`src/hdl/rma_pkg.sv`:
```
// Shared types and constants of the running mean accumulator.
package rma_pkg;

   localparam int SampleWidth    = 32;
   localparam int SumWidth       = 64;
   localparam int CountWidth     = 32;
   localparam int ReqDataWidth   = 40;
   localparam int RspDataWidth   = 72;
   localparam int QueueDepth     = 2;
   localparam int QueueAddrWidth = 1;
   localparam int QueueFillWidth = 2;
   localparam int StepWidth      = 5;

   localparam logic [CountWidth-1:0] CountFull = '1;
   localparam logic [StepWidth-1:0]  LastStep  = StepWidth'(CountWidth - 1);

   localparam logic StatusOk    = 1'b0;
   localparam logic StatusEmpty = 1'b1;

   typedef struct packed {
      logic [SumWidth-1:0]   sum;
      logic [CountWidth-1:0] count;
      logic                  refused;
   } snapshot_type;

   typedef struct packed {
      logic         valid;
      snapshot_type snap;
   } push_type;

   typedef struct packed {
      logic                      full;
      logic                      empty;
      logic [QueueFillWidth-1:0] fill;
   } queue_status_type;

   typedef enum logic [4:0] {
      BackIdle   = 5'b00001,
      BackPrep   = 5'b00010,
      BackDivide = 5'b00100,
      BackSign   = 5'b01000,
      BackDone   = 5'b10000
   } back_state_type;

endpackage

```
`src/hdl/rma_front.sv`:
```
// Front part: updates sum, count and refused flag per item and snapshots reports.
module rma_front (
   input  logic                              clock,
   input  logic                              reset,
   input  logic                              accept,
   input  logic                              clear_first,
   input  logic                              sample_present,
   input  logic [rma_pkg::SampleWidth-1:0]   sample,
   input  logic                              report,
   output rma_pkg::push_type                 push
);

   logic [rma_pkg::SumWidth-1:0]   sum_ff, sum_in, sum_base;
   logic [rma_pkg::CountWidth-1:0] tally_ff, tally_in, tally_base;
   logic                           refused_ff, refused_in, refused_base;

   always_comb begin
      sum_base     = clear_first ? '0 : sum_ff;
      tally_base   = clear_first ? '0 : tally_ff;
      refused_base = clear_first ? 1'b0 : refused_ff;
      sum_in       = sum_base;
      tally_in     = tally_base;
      refused_in   = refused_base;
      if (sample_present) begin
         // A full count refuses the sample and leaves the sum alone.
         if (tally_base == rma_pkg::CountFull) begin
            refused_in = 1'b1;
         end else begin
            sum_in   = sum_base + {{(rma_pkg::SumWidth - rma_pkg::SampleWidth){sample[
                           rma_pkg::SampleWidth-1]}}, sample};
            tally_in = tally_base + rma_pkg::CountWidth'(1);
         end
      end
   end

   always_ff @(posedge clock) begin
      if (reset) begin
         sum_ff     <= '0;
         tally_ff   <= '0;
         refused_ff <= 1'b0;
      end else if (accept) begin
         sum_ff     <= sum_in;
         tally_ff   <= tally_in;
         refused_ff <= refused_in;
      end
   end

   assign push.valid        = accept & report;
   assign push.snap.sum     = sum_in;
   assign push.snap.count   = tally_in;
   assign push.snap.refused = refused_in;

endmodule

```
`src/hdl/rma_queue.sv`:
```
// Short queue of report snapshots between the front and the divider.
module rma_queue (
   input  logic                       clock,
   input  logic                       reset,
   input  rma_pkg::push_type          push,
   input  logic                       pop,
   output rma_pkg::snapshot_type      head,
   output rma_pkg::queue_status_type  status
);

   rma_pkg::snapshot_type entry_ff [rma_pkg::QueueDepth];
   logic [rma_pkg::QueueAddrWidth-1:0] wr_ptr_ff, wr_ptr_in;
   logic [rma_pkg::QueueAddrWidth-1:0] rd_ptr_ff, rd_ptr_in;
   logic [rma_pkg::QueueFillWidth-1:0] fill_ff, fill_in;
   logic                               do_push, do_pop;

   assign status.fill  = fill_ff;
   assign status.full  = (fill_ff == rma_pkg::QueueFillWidth'(rma_pkg::QueueDepth));
   assign status.empty = (fill_ff == '0);
   assign head         = entry_ff[rd_ptr_ff];

   assign do_push = push.valid & ~status.full;
   assign do_pop  = pop & ~status.empty;

   always_comb begin
      wr_ptr_in = wr_ptr_ff;
      rd_ptr_in = rd_ptr_ff;
      fill_in   = fill_ff;
      if (do_push) begin
         wr_ptr_in = (wr_ptr_ff == rma_pkg::QueueAddrWidth'(rma_pkg::QueueDepth - 1)) ?
                     '0 : wr_ptr_ff + rma_pkg::QueueAddrWidth'(1);
      end
      if (do_pop) begin
         rd_ptr_in = (rd_ptr_ff == rma_pkg::QueueAddrWidth'(rma_pkg::QueueDepth - 1)) ?
                     '0 : rd_ptr_ff + rma_pkg::QueueAddrWidth'(1);
      end
      if (do_push && !do_pop) begin
         fill_in = fill_ff + rma_pkg::QueueFillWidth'(1);
      end else if (do_pop && !do_push) begin
         fill_in = fill_ff - rma_pkg::QueueFillWidth'(1);
      end
   end

   always_ff @(posedge clock) begin
      if (reset) begin
         wr_ptr_ff <= '0;
         rd_ptr_ff <= '0;
         fill_ff   <= '0;
      end else begin
         wr_ptr_ff <= wr_ptr_in;
         rd_ptr_ff <= rd_ptr_in;
         fill_ff   <= fill_in;
      end
   end

   always_ff @(posedge clock) begin
      if (do_push) begin
         entry_ff[wr_ptr_ff] <= push.snap;
      end
   end

endmodule

```
`src/hdl/rma_back.sv`:
```
// Back part: bit-serial rounded division of the sum by the count and the result register.
module rma_back (
   input  logic                                clock,
   input  logic                                reset,
   input  rma_pkg::snapshot_type               head,
   input  rma_pkg::queue_status_type           queue_status,
   output logic                                pop,
   output logic                                rsp_tvalid,
   input  logic                                rsp_tready,
   output logic [rma_pkg::RspDataWidth-1:0]    rsp_tdata
);

   rma_pkg::back_state_type state_ff, state_in;

   logic [rma_pkg::SumWidth-1:0]   sum_ff;
   logic [rma_pkg::CountWidth-1:0] count_ff;
   logic                           refused_ff;
   logic                           neg_ff, neg_in;
   logic [rma_pkg::CountWidth-1:0] rem_ff, rem_in;
   logic [rma_pkg::CountWidth-1:0] quot_ff, quot_in;
   logic [rma_pkg::StepWidth-1:0]  step_ff, step_in;
   logic [rma_pkg::SampleWidth-1:0] mean_ff, mean_in;
   logic                           status_ff, status_in;

   logic [rma_pkg::SumWidth-1:0]   dividend;
   logic [rma_pkg::CountWidth:0]   trial;
   logic [rma_pkg::CountWidth+1:0] diff;
   logic                           fits;

   // |sum| + count/2 as one add: a negative sum is inverted and the carry-in adds the one.
   assign dividend = (sum_ff[rma_pkg::SumWidth-1] ? ~sum_ff : sum_ff)
                   + rma_pkg::SumWidth'(count_ff >> 1)
                   + rma_pkg::SumWidth'(sum_ff[rma_pkg::SumWidth-1]);

   // The quotient fits in 32 bits, so the upper half of the dividend is already below the
   // count and only the lower 32 bits need a step each.
   assign trial = {rem_ff, quot_ff[rma_pkg::CountWidth-1]};
   assign diff  = {1'b0, trial} - {2'b00, count_ff};
   assign fits  = ~diff[rma_pkg::CountWidth+1];

   assign pop = (state_ff == rma_pkg::BackIdle) & ~queue_status.empty;

   always_comb begin
      state_in  = state_ff;
      neg_in    = neg_ff;
      rem_in    = rem_ff;
      quot_in   = quot_ff;
      step_in   = step_ff;
      mean_in   = mean_ff;
      status_in = status_ff;
      case (state_ff)
         rma_pkg::BackIdle: begin
            if (!queue_status.empty) begin
               state_in = rma_pkg::BackPrep;
            end
         end
         rma_pkg::BackPrep: begin
            neg_in  = sum_ff[rma_pkg::SumWidth-1];
            rem_in  = dividend[rma_pkg::SumWidth-1:rma_pkg::CountWidth];
            quot_in = dividend[rma_pkg::CountWidth-1:0];
            step_in = '0;
            if (count_ff == '0) begin
               mean_in   = '0;
               status_in = rma_pkg::StatusEmpty;
               state_in  = rma_pkg::BackDone;
            end else begin
               state_in = rma_pkg::BackDivide;
            end
         end
         rma_pkg::BackDivide: begin
            rem_in  = fits ? diff[rma_pkg::CountWidth-1:0] : trial[rma_pkg::CountWidth-1:0];
            quot_in = {quot_ff[rma_pkg::CountWidth-2:0], fits};
            step_in = step_ff + rma_pkg::StepWidth'(1);
            if (step_ff == rma_pkg::LastStep) begin
               state_in = rma_pkg::BackSign;
            end
         end
         rma_pkg::BackSign: begin
            mean_in   = neg_ff ? (~quot_ff + rma_pkg::SampleWidth'(1)) : quot_ff;
            status_in = rma_pkg::StatusOk;
            state_in  = rma_pkg::BackDone;
         end
         rma_pkg::BackDone: begin
            if (rsp_tready) begin
               state_in = rma_pkg::BackIdle;
            end
         end
         default: begin
            state_in = rma_pkg::BackIdle;
         end
      endcase
   end

   always_ff @(posedge clock) begin
      if (reset) begin
         state_ff <= rma_pkg::BackIdle;
      end else begin
         state_ff <= state_in;
      end
   end

   always_ff @(posedge clock) begin
      if (pop) begin
         sum_ff     <= head.sum;
         count_ff   <= head.count;
         refused_ff <= head.refused;
      end
      neg_ff    <= neg_in;
      rem_ff    <= rem_in;
      quot_ff   <= quot_in;
      step_ff   <= step_in;
      mean_ff   <= mean_in;
      status_ff <= status_in;
   end

   assign rsp_tvalid = (state_ff == rma_pkg::BackDone);
   assign rsp_tdata  = {{(rma_pkg::RspDataWidth - rma_pkg::SampleWidth
                          - rma_pkg::CountWidth - 2){1'b0}},
                        refused_ff, status_ff, count_ff, mean_ff};

endmodule

```
`src/hdl/running_mean_accumulator.sv`:
```
// Running mean accumulator: sums signed samples and reports the rounded mean on request.
//
// Clearing and accumulation happen as an item is accepted, so samples stream in at one per
// cycle while the queue is not full. An item that asks for a report places a snapshot of
// sum, count and refused flag in a two-entry queue; the divider behind it takes one report
// at a time: it fetches the snapshot, forms |sum| + count/2, runs the one-bit-per-cycle
// restoring division, applies the sign and holds the result until it is handed over. Input is
// held off only while the queue holds two reports not yet taken into the divider. A report
// with no samples gives mean 0 and status 1, and skips the division.
module running_mean_accumulator (
   input  logic                              clock,
   input  logic                              reset,
   input  logic                              req_tvalid,
   output logic                              req_tready,
   // [0] clear_first, [1] sample_present, [33:2] sample, [34] report, [39:35] zero
   input  logic [rma_pkg::ReqDataWidth-1:0]  req_tdata,
   output logic                              rsp_tvalid,
   input  logic                              rsp_tready,
   // [31:0] mean, [63:32] count, [64] status, [65] refused_seen, [71:66] zero
   output logic [rma_pkg::RspDataWidth-1:0]  rsp_tdata
);

   rma_pkg::push_type          push;
   rma_pkg::snapshot_type      head;
   rma_pkg::queue_status_type  queue_status;
   logic                       accept;
   logic                       pop;

   assign req_tready = ~queue_status.full;
   assign accept     = req_tvalid & req_tready;

   rma_front u_front (
      .clock          (clock),
      .reset          (reset),
      .accept         (accept),
      .clear_first    (req_tdata[0]),
      .sample_present (req_tdata[1]),
      .sample         (req_tdata[rma_pkg::SampleWidth+1:2]),
      .report         (req_tdata[rma_pkg::SampleWidth+2]),
      .push           (push)
   );

   rma_queue u_queue (
      .clock  (clock),
      .reset  (reset),
      .push   (push),
      .pop    (pop),
      .head   (head),
      .status (queue_status)
   );

   rma_back u_back (
      .clock        (clock),
      .reset        (reset),
      .head         (head),
      .queue_status (queue_status),
      .pop          (pop),
      .rsp_tvalid   (rsp_tvalid),
      .rsp_tready   (rsp_tready),
      .rsp_tdata    (rsp_tdata)
   );

   // A report with no samples always carries a zero mean.
   assert property (@(posedge clock) disable iff (reset)
      rsp_tvalid && rsp_tdata[64] |-> rsp_tdata[31:0] == '0)
      else $error("empty report with nonzero mean");

   // An ok status is only given with a nonzero count.
   assert property (@(posedge clock) disable iff (reset)
      rsp_tvalid && !rsp_tdata[64] |-> rsp_tdata[63:32] != '0)
      else $error("ok report with zero count");

   // A snapshot is never pushed into a full queue, so the fill never passes its depth.
   assert property (@(posedge clock) disable iff (reset)
      queue_status.full |-> !push.valid && queue_status.fill ==
         rma_pkg::QueueFillWidth'(rma_pkg::QueueDepth))
      else $error("report queue overrun");

   // The divider only fetches when a snapshot is waiting and no result waits to be taken.
   assert property (@(posedge clock) disable iff (reset)
      pop |-> !queue_status.empty && !rsp_tvalid)
      else $error("fetch from empty queue or while a result waits");

endmodule

```
`config.mk`:
```
export PLATFORM = sky130hd
export DESIGN_NAME = running_mean_accumulator
export DESIGN_NICKNAME = d
export VERILOG_FILES = /design/src/hdl/rma_pkg.sv /design/src/hdl/rma_front.sv /design/src/hdl/rma_queue.sv /design/src/hdl/rma_back.sv /design/src/hdl/running_mean_accumulator.sv
export SDC_FILE = /design/constraint.sdc
export NUM_CORES = 1
export LEC_CHECK = 0
export ABC_CLOCK_PERIOD_IN_PS = 13250
export BUFFER_PORTS_ARGS = -buffer_cell sky130_fd_sc_hd__buf_2
export CORE_MARGIN = 3
export CORE_UTILIZATION = 40
export DETAILED_ROUTE_END_ITERATION = 12
export RECOVER_POWER = 25
export SYNTH_ARGS = -nofsm -noshare
export SYNTH_HDL_FRONTEND = slang
export SYNTH_SLANG_ARGS = --single-unit
```
`constraint.sdc`:
```
create_clock -name clock -period 13.25 [get_ports clock]
set_input_delay 0.6625 -clock clock [delete_from_list [all_inputs] [get_ports clock]]
set_output_delay 0.6625 -clock clock [all_outputs]
set_load 0.01 [all_outputs]
```
==> parameters.txt <==
Parameter                              Value

Floorplan
  Chip Height    278 µm
  Core region area    73200 µm²
  Die W    278 µm
  Full die area    77500 µm²
  Top-level port count    118
  Starting Density    40.5%
  Core Rows    99

Clock tree
  Clock transition at path regs    0.06 ns
  Cells resized by post-CTS repair    0
  Max Root-Sink Buffers    3
  Number of levels in the clock H-tree    2
  Number of clock sinks    500
  Clock latency at the later pin of the worst-skew pair    0.62 ns
  Setup fix buffers added after clock tree synthesis    0
  CTS tree    built
  Master cell of the clock root buffer    sky130_fd_sc_hd__clkbuf_16
  Number of buffers inserted during clock tree synthesis    52
  Hold buffers post-CTS    0

Critical path
  Critical path endpoint category    register
  CP cell instances    buf_4 -> clkbuf_1 -> mux2i_1 -> fa_1 -> nor2b_1 -> o31a_1 -> o31ai_4 -> a2111oi_2 -> or4b_4 -> o21ai_2 -> a2111oi_4 -> nand3_1 -> mux2i_1 -> xnor2_1 -> mux2_2
  CP Buf/Inv Count    2
  Worst EP arrival    7.46 ns
  Required time at the endpoint of the critical path    13.58 ns
  Cell seen most often among critical-path stages    sky130_fd_sc_hd__mux2i_1
  Kind of start point of the critical path    register
  Classification of the worst setup path    reg -> reg
  Crit-path max FO    53
  Category of cells accounting for the largest share of critical-path delay    buffers and inverters
  Crit-path slowest cell    sky130_fd_sc_hd__clkbuf_1
  Slowest Stage Delay on Critical Path    2.07 ns

Synthesis
  Post-Synthesis Cell Area    29700 µm²
  Total of flip-flops plus latches after synthesis    500
  Most used flip-flop cell after synthesis    sky130_fd_sc_hd__edfxtp_1
  Number of enable flip-flop cells after synthesis    394
  Cell count after synthesis    2985
  Count of warnings emitted by yosys    0
  Average cell area after synthesis    9.94 µm²
  Sequential share of the synthesized area    47.0%
  Number of different library cells in the post-synthesis netlist    100
  Share of async-settable or async-resettable flops after synthesis    0%

Timing
  Final number of hold-violating endpoints    0
  Setup skew after layout    0.0453 ns
  Sum of negative setup slack    0 ns
  Pins over their slew limit    303
  Portion of the clock cycle consumed by the worst path in the final layout    53.8%
  Hold slack    0.423 ns
  Unrepaired setup endpoints after global routing    false
  Tightest Pin Transition    3.73 ns
  Total of endpoints with negative setup slack in the final report    0
  Shortest clock period the worst path allows after layout    7.13 ns
  Highest attainable clock frequency    140 MHz
  Slew headroom    -149%

Drt
  Via count    22200
  Post-DR vias/cell    5.53
  Antenna Violating Nets Remaining    0
  Average wire per standard cell    18.8 µm
  DR pass1 iterations    5
  Total detailed-routing wirelength    75200 µm
  Violation count after the first detailed-route iteration    1938
  DRC    0

Cells and area
  Final Core Density    44.5%
  Area added between synthesis and finish    9.89%
  Post-layout instance count excluding filler cells    4010
  Post-layout net count    3184
  Proportion of layout cells with a drive suffix above 1    9.54%
  Fill cells    6896

Power
  Peak supply drop    0.114 mV
  Power density cells    200 nW/µm²
  Static Leakage    12.0 nW

Worst hold path
  Hold Path Class    in -> reg

Placed design
  Placer's final routability congestion estimate    0.902
  DP HPWL    54200 µm
  Port Buf Inserts    106
  Placed Cells incl. Taps    3912

Run
  Max Cap Viol    7

Global routing
  Global-route wire length before repair    119000 µm
  Initial antenna violation count    0
  Vias in the first global route    21300
  Pin count of the biggest net entering global routing    74
  Total routing resource utilization after global routing    18.9%
  Congestion Overflow GR    0

Status
  Status    finished with violations
  Violated checks    max-capacitance violations, max-slew violations
## synth_stat cells, types with 8 or more instances
master / n / area share (%)
sky130_fd_sc_hd__nand4_1: 40 / 0.84
sky130_fd_sc_hd__ha_1: 130 / 5.5
sky130_fd_sc_hd__xnor2_1: 122 / 3.6
sky130_fd_sc_hd__nand2_1: 330 / 4.2
sky130_fd_sc_hd__nand3b_1: 12 / 0.30
sky130_fd_sc_hd__a21o_1: 81 / 2.0
sky130_fd_sc_hd__and2_1: 16 / 0.34
sky130_fd_sc_hd__o31ai_1: 20 / 0.51
sky130_fd_sc_hd__nand2b_1: 24 / 0.51
sky130_fd_sc_hd__nor3b_1: 9 / 0.23
sky130_fd_sc_hd__o21bai_1: 25 / 0.63
sky130_fd_sc_hd__mux2_2: 101 / 3.8
sky130_fd_sc_hd__mux2i_1: 17 / 0.57
sky130_fd_sc_hd__nor2_1: 248 / 3.1
sky130_fd_sc_hd__inv_1: 74 / 0.94
sky130_fd_sc_hd__or2_2: 9 / 0.19
sky130_fd_sc_hd__buf_4: 9 / 0.23
sky130_fd_sc_hd__nand3_1: 60 / 1.0
sky130_fd_sc_hd__o211ai_1: 8 / 0.20
sky130_fd_sc_hd__a21oi_1: 242 / 4.1
sky130_fd_sc_hd__nor4_1: 12 / 0.25
sky130_fd_sc_hd__o21ai_1: 8 / 0.13
sky130_fd_sc_hd__dfxtp_1: 106 / 7.2
sky130_fd_sc_hd__edfxtp_1: 394 / 40
sky130_fd_sc_hd__buf_1: 19 / 0.24
sky130_fd_sc_hd__o21ai_0: 167 / 2.8
sky130_fd_sc_hd__a211oi_1: 32 / 0.81
sky130_fd_sc_hd__a22oi_1: 16 / 0.40
sky130_fd_sc_hd__o21a_1: 23 / 0.58
sky130_fd_sc_hd__clkbuf_1: 121 / 1.5
sky130_fd_sc_hd__nor3_1: 45 / 0.76
sky130_fd_sc_hd__buf_2: 17 / 0.29
sky130_fd_sc_hd__and3_1: 34 / 0.72
sky130_fd_sc_hd__or3_1: 24 / 0.51
sky130_fd_sc_hd__nor2b_1: 95 / 2.0
sky130_fd_sc_hd__xor2_1: 121 / 3.6
sky130_fd_sc_hd__a31oi_1: 28 / 0.59
## registers in the layout, indices dropped and copies added (netlist names), 32 cells and up
name,cells
u_back.mean_ff,32
u_queue.entry_ff,194
u_back.rem_ff,32
u_back.sum_ff,64
u_front.tally_ff,32
u_back.count_ff,32
u_back.quot_ff,32
u_front.sum_ff,64
## metal layers
metal  wire length (µm)  global-route usage [%]  up-vias  share of wire, %
li1                   -                       -    10900                 -
met1              36300                    27.4    10500                48
met2              32700                    29.5      579                44
met3               3450                    2.10      130               4.6
met4               2700                    6.73        0               3.6
met5                  0                       0        -                 0
## where the power goes
| group | switching [mW] | leakage [nW] | internal (mW) |
|---|---|---|---|
| Clock | 0.653 | 0.851 | 0.840 |
| Combinational | 1.54 | 6.67 | 1.06 |
| Sequential | 0.291 | 4.51 | 2.13 |
## worst register-to-register path, cell delays in order (launching register included)
cell,delay (ns)
sky130_fd_sc_hd__edfxtp_1,0.32
sky130_fd_sc_hd__buf_4,0.45
sky130_fd_sc_hd__clkbuf_1,2.08
sky130_fd_sc_hd__mux2i_1,0.59
sky130_fd_sc_hd__fa_1,0.62
sky130_fd_sc_hd__nor2b_1,0.16
sky130_fd_sc_hd__o31a_1,0.26
sky130_fd_sc_hd__o31ai_4,0.10
sky130_fd_sc_hd__a2111oi_2,0.39
sky130_fd_sc_hd__or4b_4,0.26
sky130_fd_sc_hd__o21ai_2,0.13
sky130_fd_sc_hd__a2111oi_4,0.64
sky130_fd_sc_hd__nand3_1,0.18
sky130_fd_sc_hd__mux2i_1,0.17
sky130_fd_sc_hd__xnor2_1,0.21
sky130_fd_sc_hd__mux2_2,0.28
## cell type report
| cell class | instances | area [µm²] | share of cell area [%] |
|---|---|---|---|
| antenna | 1 | 2.50 | 0.00768 |
| clock buffer | 66 | 1430 | 4.37 |
| clock inverter | 31 | 335 | 1.03 |
| inverter | 76 | 285 | 0.875 |
| multi-input combinational | 2247 | 14800 | 45.4 |
| sequential | 500 | 14000 | 42.8 |
| tap | 959 | 1200 | 3.68 |
| timing repair buffer | 130 | 607 | 1.86 |
## worst paths after layout
check,from,end,slack [ns],depth (start not counted)
worst min register to register,u_front.sum_ff[5],u_front.sum_ff[5],0.45,2
worst max register to register,u_back.sum_ff[63],u_back.rem_ff[24],6.12,15
worst min-delay path,rsp_tready,u_back.state_ff[4],0.42,3
worst max-delay path,u_back.sum_ff[63],u_back.rem_ff[24],6.12,15
## metrics by stage
step / setup slack, ns / total power, mW / instance area (µm²)
4_1_cts: 7.91 / 6.53 / 32700
5_1_grt: 5.64 / 6.93 / 32600
3_3_place_gp: 7.49 / 4.95 / 31000
6_report: 6.12 / 6.51 / 32600
2_1_floorplan: 7.18 / 4.35 / 29700
3_5_place_dp: 7.28 / 5.02 / 31000
## cell usage in the layout (no fill, tap or decap), types with 40 or more instances in the layout
cell	synthesis	final
sky130_fd_sc_hd__a21o_1	81	81
sky130_fd_sc_hd__a21oi_1	242	242
sky130_fd_sc_hd__clkbuf_1	121	82
sky130_fd_sc_hd__clkbuf_16	0	54
sky130_fd_sc_hd__dfxtp_1	106	106
sky130_fd_sc_hd__edfxtp_1	394	394
sky130_fd_sc_hd__ha_1	130	130
sky130_fd_sc_hd__inv_1	74	74
sky130_fd_sc_hd__mux2_2	101	90
sky130_fd_sc_hd__nand2_1	330	329
sky130_fd_sc_hd__nand3_1	60	60
sky130_fd_sc_hd__nand4_1	40	40
sky130_fd_sc_hd__nor2_1	248	247
sky130_fd_sc_hd__nor2b_1	95	95
sky130_fd_sc_hd__nor3_1	45	46
sky130_fd_sc_hd__o21ai_0	167	167
sky130_fd_sc_hd__xnor2_1	122	122
sky130_fd_sc_hd__xor2_1	121	121
## kinds of logic (layout without fill, tap and decap cells)
logic type | after synthesis | in the layout | synth area share [%]
and+or+nand+nor | 989 | 989 | 16.0
AOI/OAI and AO/OA | 758 | 758 | 16.4
DFF | 500 | 500 | 47.0
xor gates and xnor gates | 243 | 243 | 7.17
buffers and inverters | 243 | 303 | 3.26
adders and majority gates | 133 | 133 | 5.68
muxes | 118 | 118 | 4.41
other | 1 | 7 | 0.0126
No activity file was read; power rests on OpenSTA's default activity.
